--- config.mk ---
export PLATFORM = sky130hd
export DESIGN_NAME = padded_bgr_unpack_flip_unit
export DESIGN_NICKNAME = d
export VERILOG_FILES = /design/src/design/pbuf_pkg.sv /design/src/design/padded_bgr_unpack_flip_unit.sv
export SDC_FILE = /design/constraint.sdc
export NUM_CORES = 2
export LEC_CHECK = 0
export ABC_AREA = 0
export BUFFER_PORTS_ARGS = -buffer_cell sky130_fd_sc_hd__buf_2
export CAP_MARGIN = 25
export CORE_MARGIN = 2
export CORE_UTILIZATION = 40
export DETAILED_ROUTE_END_ITERATION = 10
export PLACE_DENSITY = 0.54
export RECOVER_POWER = 25
export REMOVE_ABC_BUFFERS = 1
export SKIP_LAST_GASP = 1
export SLEW_MARGIN = 20
export SYNTH_ARGS = -nofsm -noshare
export SYNTH_HDL_FRONTEND = slang
export SYNTH_SLANG_ARGS = --single-unit
--- constraint.sdc ---
create_clock -name clk -period 13.79 [get_ports clk]
set_input_delay 2.0685 -clock clk [delete_from_list [all_inputs] [get_ports clk]]
set_output_delay 2.0685 -clock clk [all_outputs]
set_load 0.01 [all_outputs]
--- src/design/pbuf_pkg.sv ---
// Types and constants shared by the padded BGR unpack and flip unit.
`timescale 1ns / 1ps

package pbuf_pkg;

  localparam int CFG_IDX_BITS  = 3;
  localparam int CFG_DATA_BITS = 27;
  localparam int SKIP_BITS     = 16;
  localparam int ROW_BITS      = 24;
  localparam int PIX_BITS      = 24;
  localparam int TOTAL_BITS    = 25;
  localparam int IDX_BITS      = 30;
  localparam int DEST_BITS     = 26;
  localparam int FB_BITS       = 27;

  localparam logic [TOTAL_BITS-1:0] PIX_LIMIT    = TOTAL_BITS'(1 << PIX_BITS);
  localparam logic [7:0]            ALPHA_OPAQUE = 8'hff;
  localparam logic [2:0]            BPP_THREE    = 3'd3;

  typedef enum logic [CFG_IDX_BITS-1:0] {
    REG_FLIP_MODE       = 3'd0,
    REG_BYTES_PER_PIXEL = 3'd1,
    REG_FRAME_WIDTH     = 3'd2,
    REG_FRAME_HEIGHT    = 3'd3,
    REG_LEAD_SKIP_BYTES = 3'd4,
    REG_FRAME_BYTES     = 3'd5
  } cfg_reg_t;

  typedef enum logic [3:0] {
    PH_SKIP     = 4'b0001,
    PH_PIXEL    = 4'b0010,
    PH_PAD      = 4'b0100,
    PH_PAD_LAST = 4'b1000
  } phase_t;

  typedef struct packed {
    logic [7:0] blue;
    logic [7:0] green;
    logic [7:0] red;
    logic [7:0] alpha;
    logic       last;
  } pix_data_t;

endpackage

--- src/design/padded_bgr_unpack_flip_unit.sv ---
// Padded BGR(A) byte stream unpacker with row/column mirrored destination index.
`timescale 1ns / 1ps

// Usage:
//   Source channel (src_valid, src_stall, source_byte) carries one raw image
//   byte per word; it is taken at every edge where src_valid is high and
//   src_stall is low. Result channel (res_valid, res_stall, ...) carries one
//   pixel per word: destination byte index, BGRA bytes, last_pixel and
//   out_of_range.
//   Configuration is written through cfg_write / cfg_index / cfg_data while
//   the block is idle; register indexes follow cfg_reg_t.
//   Throughput: one source byte per cycle while src_stall is low, with no gaps
//   between frames. A pixel's final byte is taken as the operand register
//   loads; the pixel then passes the multiply register and the result
//   register before it appears on res_valid.
//   Skipped lead bytes and row padding produce no result.
//   Reset: registers return to their defaults, the stream state re-arms at
//   the start of a frame, and all result stages empty.
//   Stall: while res_stall is high the result word holds; the two inner
//   stages keep filling, and src_stall rises only when all three hold a pixel.
module padded_bgr_unpack_flip_unit #(
  parameter int MAX_WIDTH  = 4096,
  parameter int MAX_HEIGHT = 4096
) (
  input  logic                                clk,
  input  logic                                rst,
  input  logic                                cfg_write,
  input  logic [pbuf_pkg::CFG_IDX_BITS-1:0]   cfg_index,
  input  logic [pbuf_pkg::CFG_DATA_BITS-1:0]  cfg_data,
  input  logic                                src_valid,
  output logic                                src_stall,
  input  logic [7:0]                          source_byte,
  output logic                                res_valid,
  input  logic                                res_stall,
  output logic [pbuf_pkg::DEST_BITS-1:0]      dest_index,
  output logic [7:0]                          blue,
  output logic [7:0]                          green,
  output logic [7:0]                          red,
  output logic [7:0]                          alpha,
  output logic                                last_pixel,
  output logic                                out_of_range
);
  import pbuf_pkg::*;

  localparam int W_BITS   = $clog2(MAX_WIDTH + 1);
  localparam int H_BITS   = $clog2(MAX_HEIGHT + 1);
  localparam int COL_BITS = (MAX_WIDTH > 1) ? $clog2(MAX_WIDTH) : 1;

  // configuration
  logic [1:0]            flip_mode;
  logic                  bpp3;
  logic [W_BITS-1:0]     width;
  logic [H_BITS-1:0]     height;
  logic [SKIP_BITS-1:0]  lead_skip;
  logic [FB_BITS-1:0]    frame_bytes;
  logic [TOTAL_BITS-1:0] pix_total;

  logic [31:0]           cfg_w32;
  logic [31:0]           cfg_h32;
  logic [TOTAL_BITS:0]   cfg_total;

  always_comb begin
    cfg_w32 = {19'b0, cfg_data[12:0]};
    if (cfg_w32 == 32'd0) begin
      cfg_w32 = 32'd1;
    end else if (cfg_w32 > 32'(MAX_WIDTH)) begin
      cfg_w32 = 32'(MAX_WIDTH);
    end
    cfg_h32 = {19'b0, cfg_data[12:0]};
    if (cfg_h32 == 32'd0) begin
      cfg_h32 = 32'd1;
    end else if (cfg_h32 > 32'(MAX_HEIGHT)) begin
      cfg_h32 = 32'(MAX_HEIGHT);
    end
    cfg_total = (TOTAL_BITS + 1)'(({1'b0, cfg_data} + 28'd3) >> 2);
    if (cfg_total == '0) begin
      cfg_total = (TOTAL_BITS + 1)'(1);
    end else if (cfg_total > {1'b0, PIX_LIMIT}) begin
      cfg_total = {1'b0, PIX_LIMIT};
    end
  end

  always_ff @(posedge clk) begin
    if (rst) begin
      flip_mode   <= 2'd0;
      bpp3        <= 1'b0;
      width       <= W_BITS'(1);
      height      <= H_BITS'(1);
      lead_skip   <= '0;
      frame_bytes <= FB_BITS'(4);
      pix_total   <= TOTAL_BITS'(1);
    end else if (cfg_write) begin
      case (cfg_reg_t'(cfg_index))
        REG_FLIP_MODE:       flip_mode <= cfg_data[1:0];
        REG_BYTES_PER_PIXEL: bpp3 <= (cfg_data[2:0] == BPP_THREE);
        REG_FRAME_WIDTH:     width <= W_BITS'(cfg_w32);
        REG_FRAME_HEIGHT:    height <= H_BITS'(cfg_h32);
        REG_LEAD_SKIP_BYTES: lead_skip <= cfg_data[SKIP_BITS-1:0];
        REG_FRAME_BYTES: begin
          frame_bytes <= cfg_data[FB_BITS-1:0];
          pix_total   <= cfg_total[TOTAL_BITS-1:0];
        end
        default: ;
      endcase
    end
  end

  // stream state
  phase_t                phase, phase_next;
  logic [SKIP_BITS-1:0]  skip_count, skip_count_next;
  logic [1:0]            byte_slot, byte_slot_next;
  logic [7:0]            hold [3];
  logic [7:0]            hold_next [3];
  logic [COL_BITS-1:0]   column, column_next;
  logic [ROW_BITS-1:0]   row, row_next;
  logic [1:0]            pad_left, pad_left_next;
  logic [PIX_BITS-1:0]   pixel_count, pixel_count_next;

  // pipeline
  logic                  v1, v2, ov;
  logic                  ready_o, ready2;
  logic                  src_take;
  logic [IDX_BITS-1:0]   s1_y, s1_x;
  logic [W_BITS-1:0]     s1_w;
  pix_data_t             s1_pix;
  logic [IDX_BITS-1:0]   s2_prod, s2_x;
  pix_data_t             s2_pix;
  logic [IDX_BITS+W_BITS-1:0] prod_full;
  logic [IDX_BITS-1:0]   sum_idx;
  logic [31:0]           idx32;

  logic                  do_pix, emit, row_end, last, in_skip;
  logic [1:0]            pad;
  logic [7:0]            alpha_new;
  logic [IDX_BITS-1:0]   mx, my, y_term, x_term;

  assign ready_o   = !ov || !res_stall;
  assign ready2    = !v2 || ready_o;
  assign src_stall = v1 && !ready2;
  assign src_take  = src_valid && !src_stall;

  assign pad     = bpp3 ? 2'({2'b00, width}) : 2'd0;
  assign row_end = (32'(column) + 32'd1) >= 32'(width);
  assign last    = (TOTAL_BITS'(pixel_count) + TOTAL_BITS'(1)) >= pix_total;
  assign in_skip = skip_count < lead_skip;
  assign mx      = IDX_BITS'(width) - IDX_BITS'(1) - IDX_BITS'(column);
  assign my      = IDX_BITS'(height) - IDX_BITS'(1) - IDX_BITS'(row);

  always_comb begin
    if (flip_mode == 2'd0) begin
      y_term = '0;
      x_term = IDX_BITS'(pixel_count);
    end else begin
      y_term = flip_mode[1] ? my : IDX_BITS'(row);
      x_term = flip_mode[0] ? mx : IDX_BITS'(column);
    end
  end

  always_comb begin
    phase_next       = phase;
    skip_count_next  = skip_count;
    byte_slot_next   = byte_slot;
    hold_next        = hold;
    column_next      = column;
    row_next         = row;
    pad_left_next    = pad_left;
    pixel_count_next = pixel_count;
    do_pix           = 1'b0;
    emit             = 1'b0;
    alpha_new        = ALPHA_OPAQUE;
    if (src_take) begin
      case (phase)
        PH_SKIP: begin
          if (in_skip) begin
            skip_count_next = skip_count + SKIP_BITS'(1);
          end else begin
            phase_next = PH_PIXEL;
            do_pix     = 1'b1;
          end
        end
        PH_PIXEL: do_pix = 1'b1;
        PH_PAD, PH_PAD_LAST: begin
          if (pad_left > 2'd1) begin
            pad_left_next = pad_left - 2'd1;
          end else if (phase == PH_PAD_LAST) begin
            phase_next       = PH_SKIP;
            skip_count_next  = '0;
            byte_slot_next   = 2'd0;
            column_next      = '0;
            row_next         = '0;
            pad_left_next    = 2'd0;
            pixel_count_next = '0;
          end else begin
            pad_left_next = 2'd0;
            phase_next    = PH_PIXEL;
          end
        end
        default: ;
      endcase
      if (do_pix) begin
        if (byte_slot != 2'd3) begin
          hold_next[byte_slot] = source_byte;
          byte_slot_next       = byte_slot + 2'd1;
          emit                 = (byte_slot == 2'd2) && bpp3;
        end else begin
          alpha_new = source_byte;
          emit      = 1'b1;
        end
        if (emit) begin
          byte_slot_next   = 2'd0;
          pixel_count_next = pixel_count + PIX_BITS'(1);
          if (row_end) begin
            column_next = '0;
            row_next    = row + ROW_BITS'(1);
          end else begin
            column_next = column + COL_BITS'(1);
          end
          if (row_end && (pad != 2'd0)) begin
            pad_left_next = pad;
            phase_next    = last ? PH_PAD_LAST : PH_PAD;
          end else if (last) begin
            phase_next       = PH_SKIP;
            skip_count_next  = '0;
            column_next      = '0;
            row_next         = '0;
            pad_left_next    = 2'd0;
            pixel_count_next = '0;
          end
        end
      end
    end
  end

  always_ff @(posedge clk) begin
    if (rst) begin
      phase       <= PH_SKIP;
      skip_count  <= '0;
      byte_slot   <= 2'd0;
      column      <= '0;
      row         <= '0;
      pad_left    <= 2'd0;
      pixel_count <= '0;
    end else begin
      phase       <= phase_next;
      skip_count  <= skip_count_next;
      byte_slot   <= byte_slot_next;
      column      <= column_next;
      row         <= row_next;
      pad_left    <= pad_left_next;
      pixel_count <= pixel_count_next;
    end
  end

  always_ff @(posedge clk) begin
    hold <= hold_next;
  end

  // stage 1: index operands and pixel bytes
  always_ff @(posedge clk) begin
    if (rst) begin
      v1 <= 1'b0;
    end else if (emit) begin
      v1 <= 1'b1;
    end else if (ready2) begin
      v1 <= 1'b0;
    end
  end

  always_ff @(posedge clk) begin
    if (emit) begin
      s1_y         <= y_term;
      s1_x         <= x_term;
      s1_w         <= width;
      s1_pix.blue  <= hold_next[0];
      s1_pix.green <= hold_next[1];
      s1_pix.red   <= hold_next[2];
      s1_pix.alpha <= alpha_new;
      s1_pix.last  <= last;
    end
  end

  // stage 2: row product
  assign prod_full = s1_y * s1_w;

  always_ff @(posedge clk) begin
    if (rst) begin
      v2 <= 1'b0;
    end else if (ready2) begin
      v2 <= v1;
    end
  end

  always_ff @(posedge clk) begin
    if (ready2 && v1) begin
      s2_prod <= prod_full[IDX_BITS-1:0];
      s2_x    <= s1_x;
      s2_pix  <= s1_pix;
    end
  end

  // result word: final index and range check
  assign sum_idx = s2_prod + s2_x;
  assign idx32   = {sum_idx, 2'b00};

  always_ff @(posedge clk) begin
    if (rst) begin
      ov <= 1'b0;
    end else if (ready_o) begin
      ov <= v2;
    end
  end

  always_ff @(posedge clk) begin
    if (ready_o && v2) begin
      dest_index   <= idx32[DEST_BITS-1:0];
      blue         <= s2_pix.blue;
      green        <= s2_pix.green;
      red          <= s2_pix.red;
      alpha        <= s2_pix.alpha;
      last_pixel   <= s2_pix.last;
      out_of_range <= idx32 >= {5'b0, frame_bytes};
    end
  end

  assign res_valid = ov;

  a_pad_only_in_pad_phase: assert property (@(posedge clk) disable iff (rst)
    (pad_left == 2'd0) || (phase == PH_PAD) || (phase == PH_PAD_LAST))
    else $error("pad count live outside padding");

  a_slot_idle_outside_pixel: assert property (@(posedge clk) disable iff (rst)
    (phase != PH_PIXEL) |-> (byte_slot == 2'd0))
    else $error("partial pixel outside pixel phase");

  a_last_rearms: assert property (@(posedge clk) disable iff (rst)
    (emit && last) |=> (pixel_count == '0) || (phase == PH_PAD_LAST))
    else $error("frame did not re-arm after last pixel");

  a_pad_last_ends: assert property (@(posedge clk) disable iff (rst)
    (src_take && (phase == PH_PAD_LAST) && (pad_left <= 2'd1)) |=>
      (phase == PH_SKIP) && (pixel_count == '0))
    else $error("final padding did not re-arm");

endmodule

* After elaboration in Yosys (flattened, before gate mapping) *
Index checks and enable logic that the tools add are counted.

operators by class
  bitwise logic cells = 5
  order comparisons = 9
  muxes and demuxes = 76
  eq/ne operators = 12
  reduce and logical (&&, ||, !) cells = 30
  multiply operators = 1
  div/mod/pow operators = 0
  $add $sub $neg = 14
  shift operators = 0

operators with widths
  kind                                                                                count
  24-bit 2-to-1 mux                                                                   21
  16-bit 2-to-1 mux                                                                   7
  12-bit 2-to-1 mux                                                                   8
  25-bit 2-to-1 mux                                                                   2
  24-bit by 1-bit adder with 24-bit output (second input constant)                    2
  32-bit by 27-bit >= comparator with 1-bit output                                    1
  16-bit case mux with 2 select lines                                                 1
  30-bit adder                                                                        1
  30-bit by 13-bit multiplier with 30-bit output                                      1
  27-bit by 2-bit adder with 28-bit output (second input constant)                    1
  2-bit 2-to-1 mux                                                                    14
  4-bit 2-to-1 mux                                                                    7
  13-bit by 1-bit subtractor with 14-bit output (second input constant)               2
  26-bit by 25-bit greater-than comparator with 1-bit output (second input constant)  1
  26-bit logical NOT                                                                  1
  13-bit 2-to-1 mux                                                                   2
  14-bit by 25-bit subtractor with 26-bit output                                      1
  24-bit by 1-bit adder with 25-bit output (second input constant)                    1
  25-bit >= comparator                                                                1
  24-bit bitwise mux                                                                  1
  16-bit by 1-bit adder with 16-bit output (second input constant)                    1
  8-bit demux with 2-bit select                                                       1
  16-bit < comparator                                                                 1
  14-bit by 13-bit subtractor with 15-bit output                                      1
  other kinds (34)                                                                    67

word-level totals
  RAM bits = 0
  memory bits (read-only) = 0
  latch bits = 0
  memories kept = 0
  output and inout bits = 62
  input port bits = 43
  flip-flop bits (word level) = 451

* Depth between registers and ports, before layout *
  word-level depth = 13
  depth in mapped cells = 23
  gate-level depth less buffers = 22

* Worst setup path before layout *
No wires, ideal clock.

  path type = input to register
  start point = in res_stall
  end point = reg column[1]
  data required time = 13.709 ns
  stages = 7
  library setup time = 0.081 ns
  buffers on the path = 2
  slack = 6.108 ns
  data arrival time = 7.601 ns
  path through = and3_1 nand2_1 nand2_1 clkbuf_1 clkbuf_1 nor2_1 a32o_1

between the ends
  longest elaborated chain between the ends = 7

ends and longest elaborated chain
  element               line                                text
  from (decl)           padded_bgr_unpack_flip_unit.sv:34   input logic res_stall,
  1-bit logical NOT     padded_bgr_unpack_flip_unit.sv:137  assign ready_o = !ov || !res_stall;
  1-bit logical OR      padded_bgr_unpack_flip_unit.sv:137
  1-bit logical OR      padded_bgr_unpack_flip_unit.sv:138  assign ready2 = !v2 || ready_o;
  1-bit logical NOT     padded_bgr_unpack_flip_unit.sv:139  assign src_stall = v1 && !ready2;
  1-bit logical AND     padded_bgr_unpack_flip_unit.sv:139
  1-bit logical NOT     padded_bgr_unpack_flip_unit.sv:140  assign src_take = src_valid && !src_stall;
  1-bit logical AND     padded_bgr_unpack_flip_unit.sv:140
  to (signal assigned)  padded_bgr_unpack_flip_unit.sv:247  column <= column_next;
  to (decl)             padded_bgr_unpack_flip_unit.sv:114  logic [COL_BITS-1:0] column, column_next;

Every way passes these cells.
A chain may end at the register's enable or synchronous reset.

* Final worst setup path *
  start point = reg s1_w[5]
  end point = reg s2_prod[28] (data pin)

between the ends
  longest elaborated chain between the ends = 1

ends and longest elaborated chain
  element                                         line                                text
  from (decl)                                     padded_bgr_unpack_flip_unit.sv:124  logic [W_BITS-1:0] s1_w;
  from (signal assigned)                          padded_bgr_unpack_flip_unit.sv:273  s1_w <= width;
  30-bit by 13-bit multiplier with 30-bit output  padded_bgr_unpack_flip_unit.sv:283  assign prod_full = s1_y * s1_w;
  via prod_full[28]                               padded_bgr_unpack_flip_unit.sv:128  logic [IDX_BITS+W_BITS-1:0] prod_full;
  to (signal assigned)                            padded_bgr_unpack_flip_unit.sv:295  s2_prod <= prod_full[IDX_BITS-1:0];
  to (decl)                                       padded_bgr_unpack_flip_unit.sv:126  logic [IDX_BITS-1:0] s2_prod, s2_x;

The timed path passes the listed nets, and every way through them passes these cells.

==> impl_metrics.toml <==
[cts]
cts_buffer_depth = 3
clkSinkCount = 451
cts_root_buffer = "clkbuf_16"
ctsHoldBuffers = 0
clkTransAtPathRegs_ps = 70
cts_htree_levels = 2
cts_buffers = 50
cts_tree = "done"
clkLatencyLatePin_ps = 620
cts_resized = 0
cts_setup_buffers = 0

[placement]
port_buffers = 102
gp_congestion = 0.824
dp_cells = 4420
pre_cts_slack_ps = 7320
hpwl_um = 61500

[power_and_ir_drop]
vdd_drop_max_mv = 0.0826
switchingPower_uw = 784
p_sw_share_pct = 24.8
power_leakage_uw = 0.0143
cellPowerDensity_nw_per_um2 = 89.5
combPwrFrac_pct = 10.2
power_frac_clock_pct = 43.2
pwr-share-seq_pct = 46.6
p_total_uw = 3160
power.internal_uw = 2370

[layout]
fillers = 7816
final_nets = 3899
final_core_util_pct = 44.1
layout-drive-gt1-share_pct = 8.45
seq_area_sq_um = 11500
instances_no_fill = 4517
multi_input_area_sq_um = 18400
area_growth_pct = 9.66

[logic_synthesis]
synth_top_flop_cell = "edfxtp_1"
postSynthCellCount = 3382
synth_commonest_cells = "nand2_1 (458), inv_1 (449), edfxtp_1 (243), fa_1 (238), dfxtp_1 (208)"
yosysMostFrequentCell = "nand2_1"
synth_top_area_share_pct = 22.7
ys_seq_area_share_pct = 35.6
netlist_area_sq_um = 32200
postSynth.asyncResetShare_pct = 0
synth_edf_count = 243
synth_area_leaders = "edfxtp_1 (23%), fa_1 (15%), dfxtp_1 (13%), ha_1 (7.9%), nand2_1 (5.3%)"
synth_top_cell_by_area = "edfxtp_1"
avgSynthCellArea_sq_um = 9.51
synth.distinct_cells = 99
yosysWarnings = 0
yosys_register_bits = 451

[route]
vias_per_cell = 5.08
first_pass_iters = 7
vias = 22900
postRouteAntennaNets = 0
drcViolationCount = 0
drtIter0Drc = 1390
routed_wl_um = 81200
wl_per_cell_um = 18.0

[worst_setup_path]
worst_setup_path_end_kind = "flip-flop"
cp_num_buf_inv = 3
critPathLaunchType = "flip-flop"
slowest_stage = "edfxtp_1"
crit_family = "adder cells"
worstSetupPathType = "reg2reg"
crit_chain = "nand2_1 -> fa_1 -> fa_1 -> fa_1 -> inv_1 -> fa_1 -> inv_1 -> fa_1 -> inv_1 -> ha_1 -> a21o_1 -> a21oi_1 -> o211ai_1 -> o221ai_2 -> o221ai_1 -> a211o_1 -> nor3_1 -> o21bai_1 -> a21oi_1 -> xnor2_1"
cp_max_fo = 25
cp_common_cell = "fa_1"
cpPeakStageDelay_ps = 1000
cp.required_ps = 14130
critPathArrivalTime_ps = 6810

[sta]
setup_viol = 0
tightest_slew_ps = 3040
fmax_mhz = 155
timing.final.ws_setup_ps = 7320
clock_skew_ps = 37.8
finalCritPeriodShare_pct = 46.9
slew_violations = 113
hold_violations = 0
layout_min_cycle_time_ps = 6470
setup_tns_ps = 0
rsz0062_at_grt = "no"
relSlewSlack_pct = -103

[grt]
grt_use_total_pct = 19.6
grt.overflow.total = 0
grt_pass1_wl_um = 129000
grt_max_degree = 76
antenna_found_initial = 1
grt_pass1_vias = 22800

[outcome]
status = "complete, but fails checks"
violations = "capacitance limit, slew limit"

[floorplanning]
rows = 104
io-pin-count = 105
dieHeight_um = 288
die-area_sq_um = 82700
die_w_um = 288
core_sq_um = 80000
start_util_pct = 40.2

[flow_run]
max_cap_violations = 3

[min_path]
hp-class = "reg2reg"
==> power groups by stage <==
stage                     clock [uW]  combinational [uW]  sequential [uW]
after floorplan                    0                 228             1500
after global placement             0                 320             1500
after detailed placement           0                 322             1500
after CTS                       1400                 324             1470
after global routing            1450                 361             1470
final                           1370                 322             1470
==> cells by family (layout without fill, tap and decap cells) <==
logic type      after synthesis  in the layout  synth area share, %
compound gates              619            619                 12.7
mux                          43             43                 1.44
xor+xnor                    170            170                 4.63
other cells                   1              3               0.0117
flops                       451            451                 35.6
fa+ha+maj                   442            442                 22.7
simple gates               1058           1058                 15.7
buf+inv                     598            671                 7.14
==> path summary, 6_finish.rpt <==
check / startpoint / endpoint / slack (ps) / cells past startpoint
max: s1_w[5] / s2_prod[28] / 7320 / 20
min reg2reg: s1_pix[16] / s2_pix[16] / 410 / 0
min: s1_pix[16] / s2_pix[16] / 410 / 0
max reg2reg: s1_w[5] / s2_prod[28] / 7320 / 20
==> routing by layer <==
layer	vias up	share of wire [%]	track usage, %
li1	11400	-	-
met1	11100	50	28.7
met2	372	45	30.8
met3	83	4.0	2.83
met4	2	1.7	4.26
met5	-	0.0086	0
==> sequential cells by signal (all words and copies together) (netlist names), 13 cells and up <==
signal	cells
s1_pix	33
s2_pix	33
s2_prod	30
frame_bytes	27
s1_y	26
pix_total	25
s1_x	25
s2_x	25
dest_index	24
hold	24
pixel_count	24
row	24
lead_skip	16
skip_count	16
height	13
s1_w	13
width	13
==> layout make-up <==
cell class                      instances  area share (%)
Inverter                              450            4.79
Clock inverter                         32           0.993
Antenna cell                            1         0.00709
Clock buffer                           62            3.76
Tap cell                             1060            3.76
Multi-Input combinational cell       2334            52.3
Timing Repair Buffer                  127            1.94
Sequential cell                       451            32.5
==> through the flow <==
stage | area, sq um | hold slack (ps)
detailed placement | 33600 | 405
finish | 35300 | 411
floorplan | 31600 | 400
CTS | 35300 | 416
global placement | 33600 | 400
global route | 35300 | 421
==> layout by cell type, fill, tap and decap left out, types with 69 or more instances in the layout <==
cell,instances
o21ai_0,130
nor3_1,69
fa_1,238
dfxtp_1,208
and2_1,136
nor2_1,137
ha_1,204
inv_1,449
edfxtp_1,243
buf_2,100
xnor2_1,109
a21oi_1,206
nand2_1,457
Power figures use the tool's default switching activity.
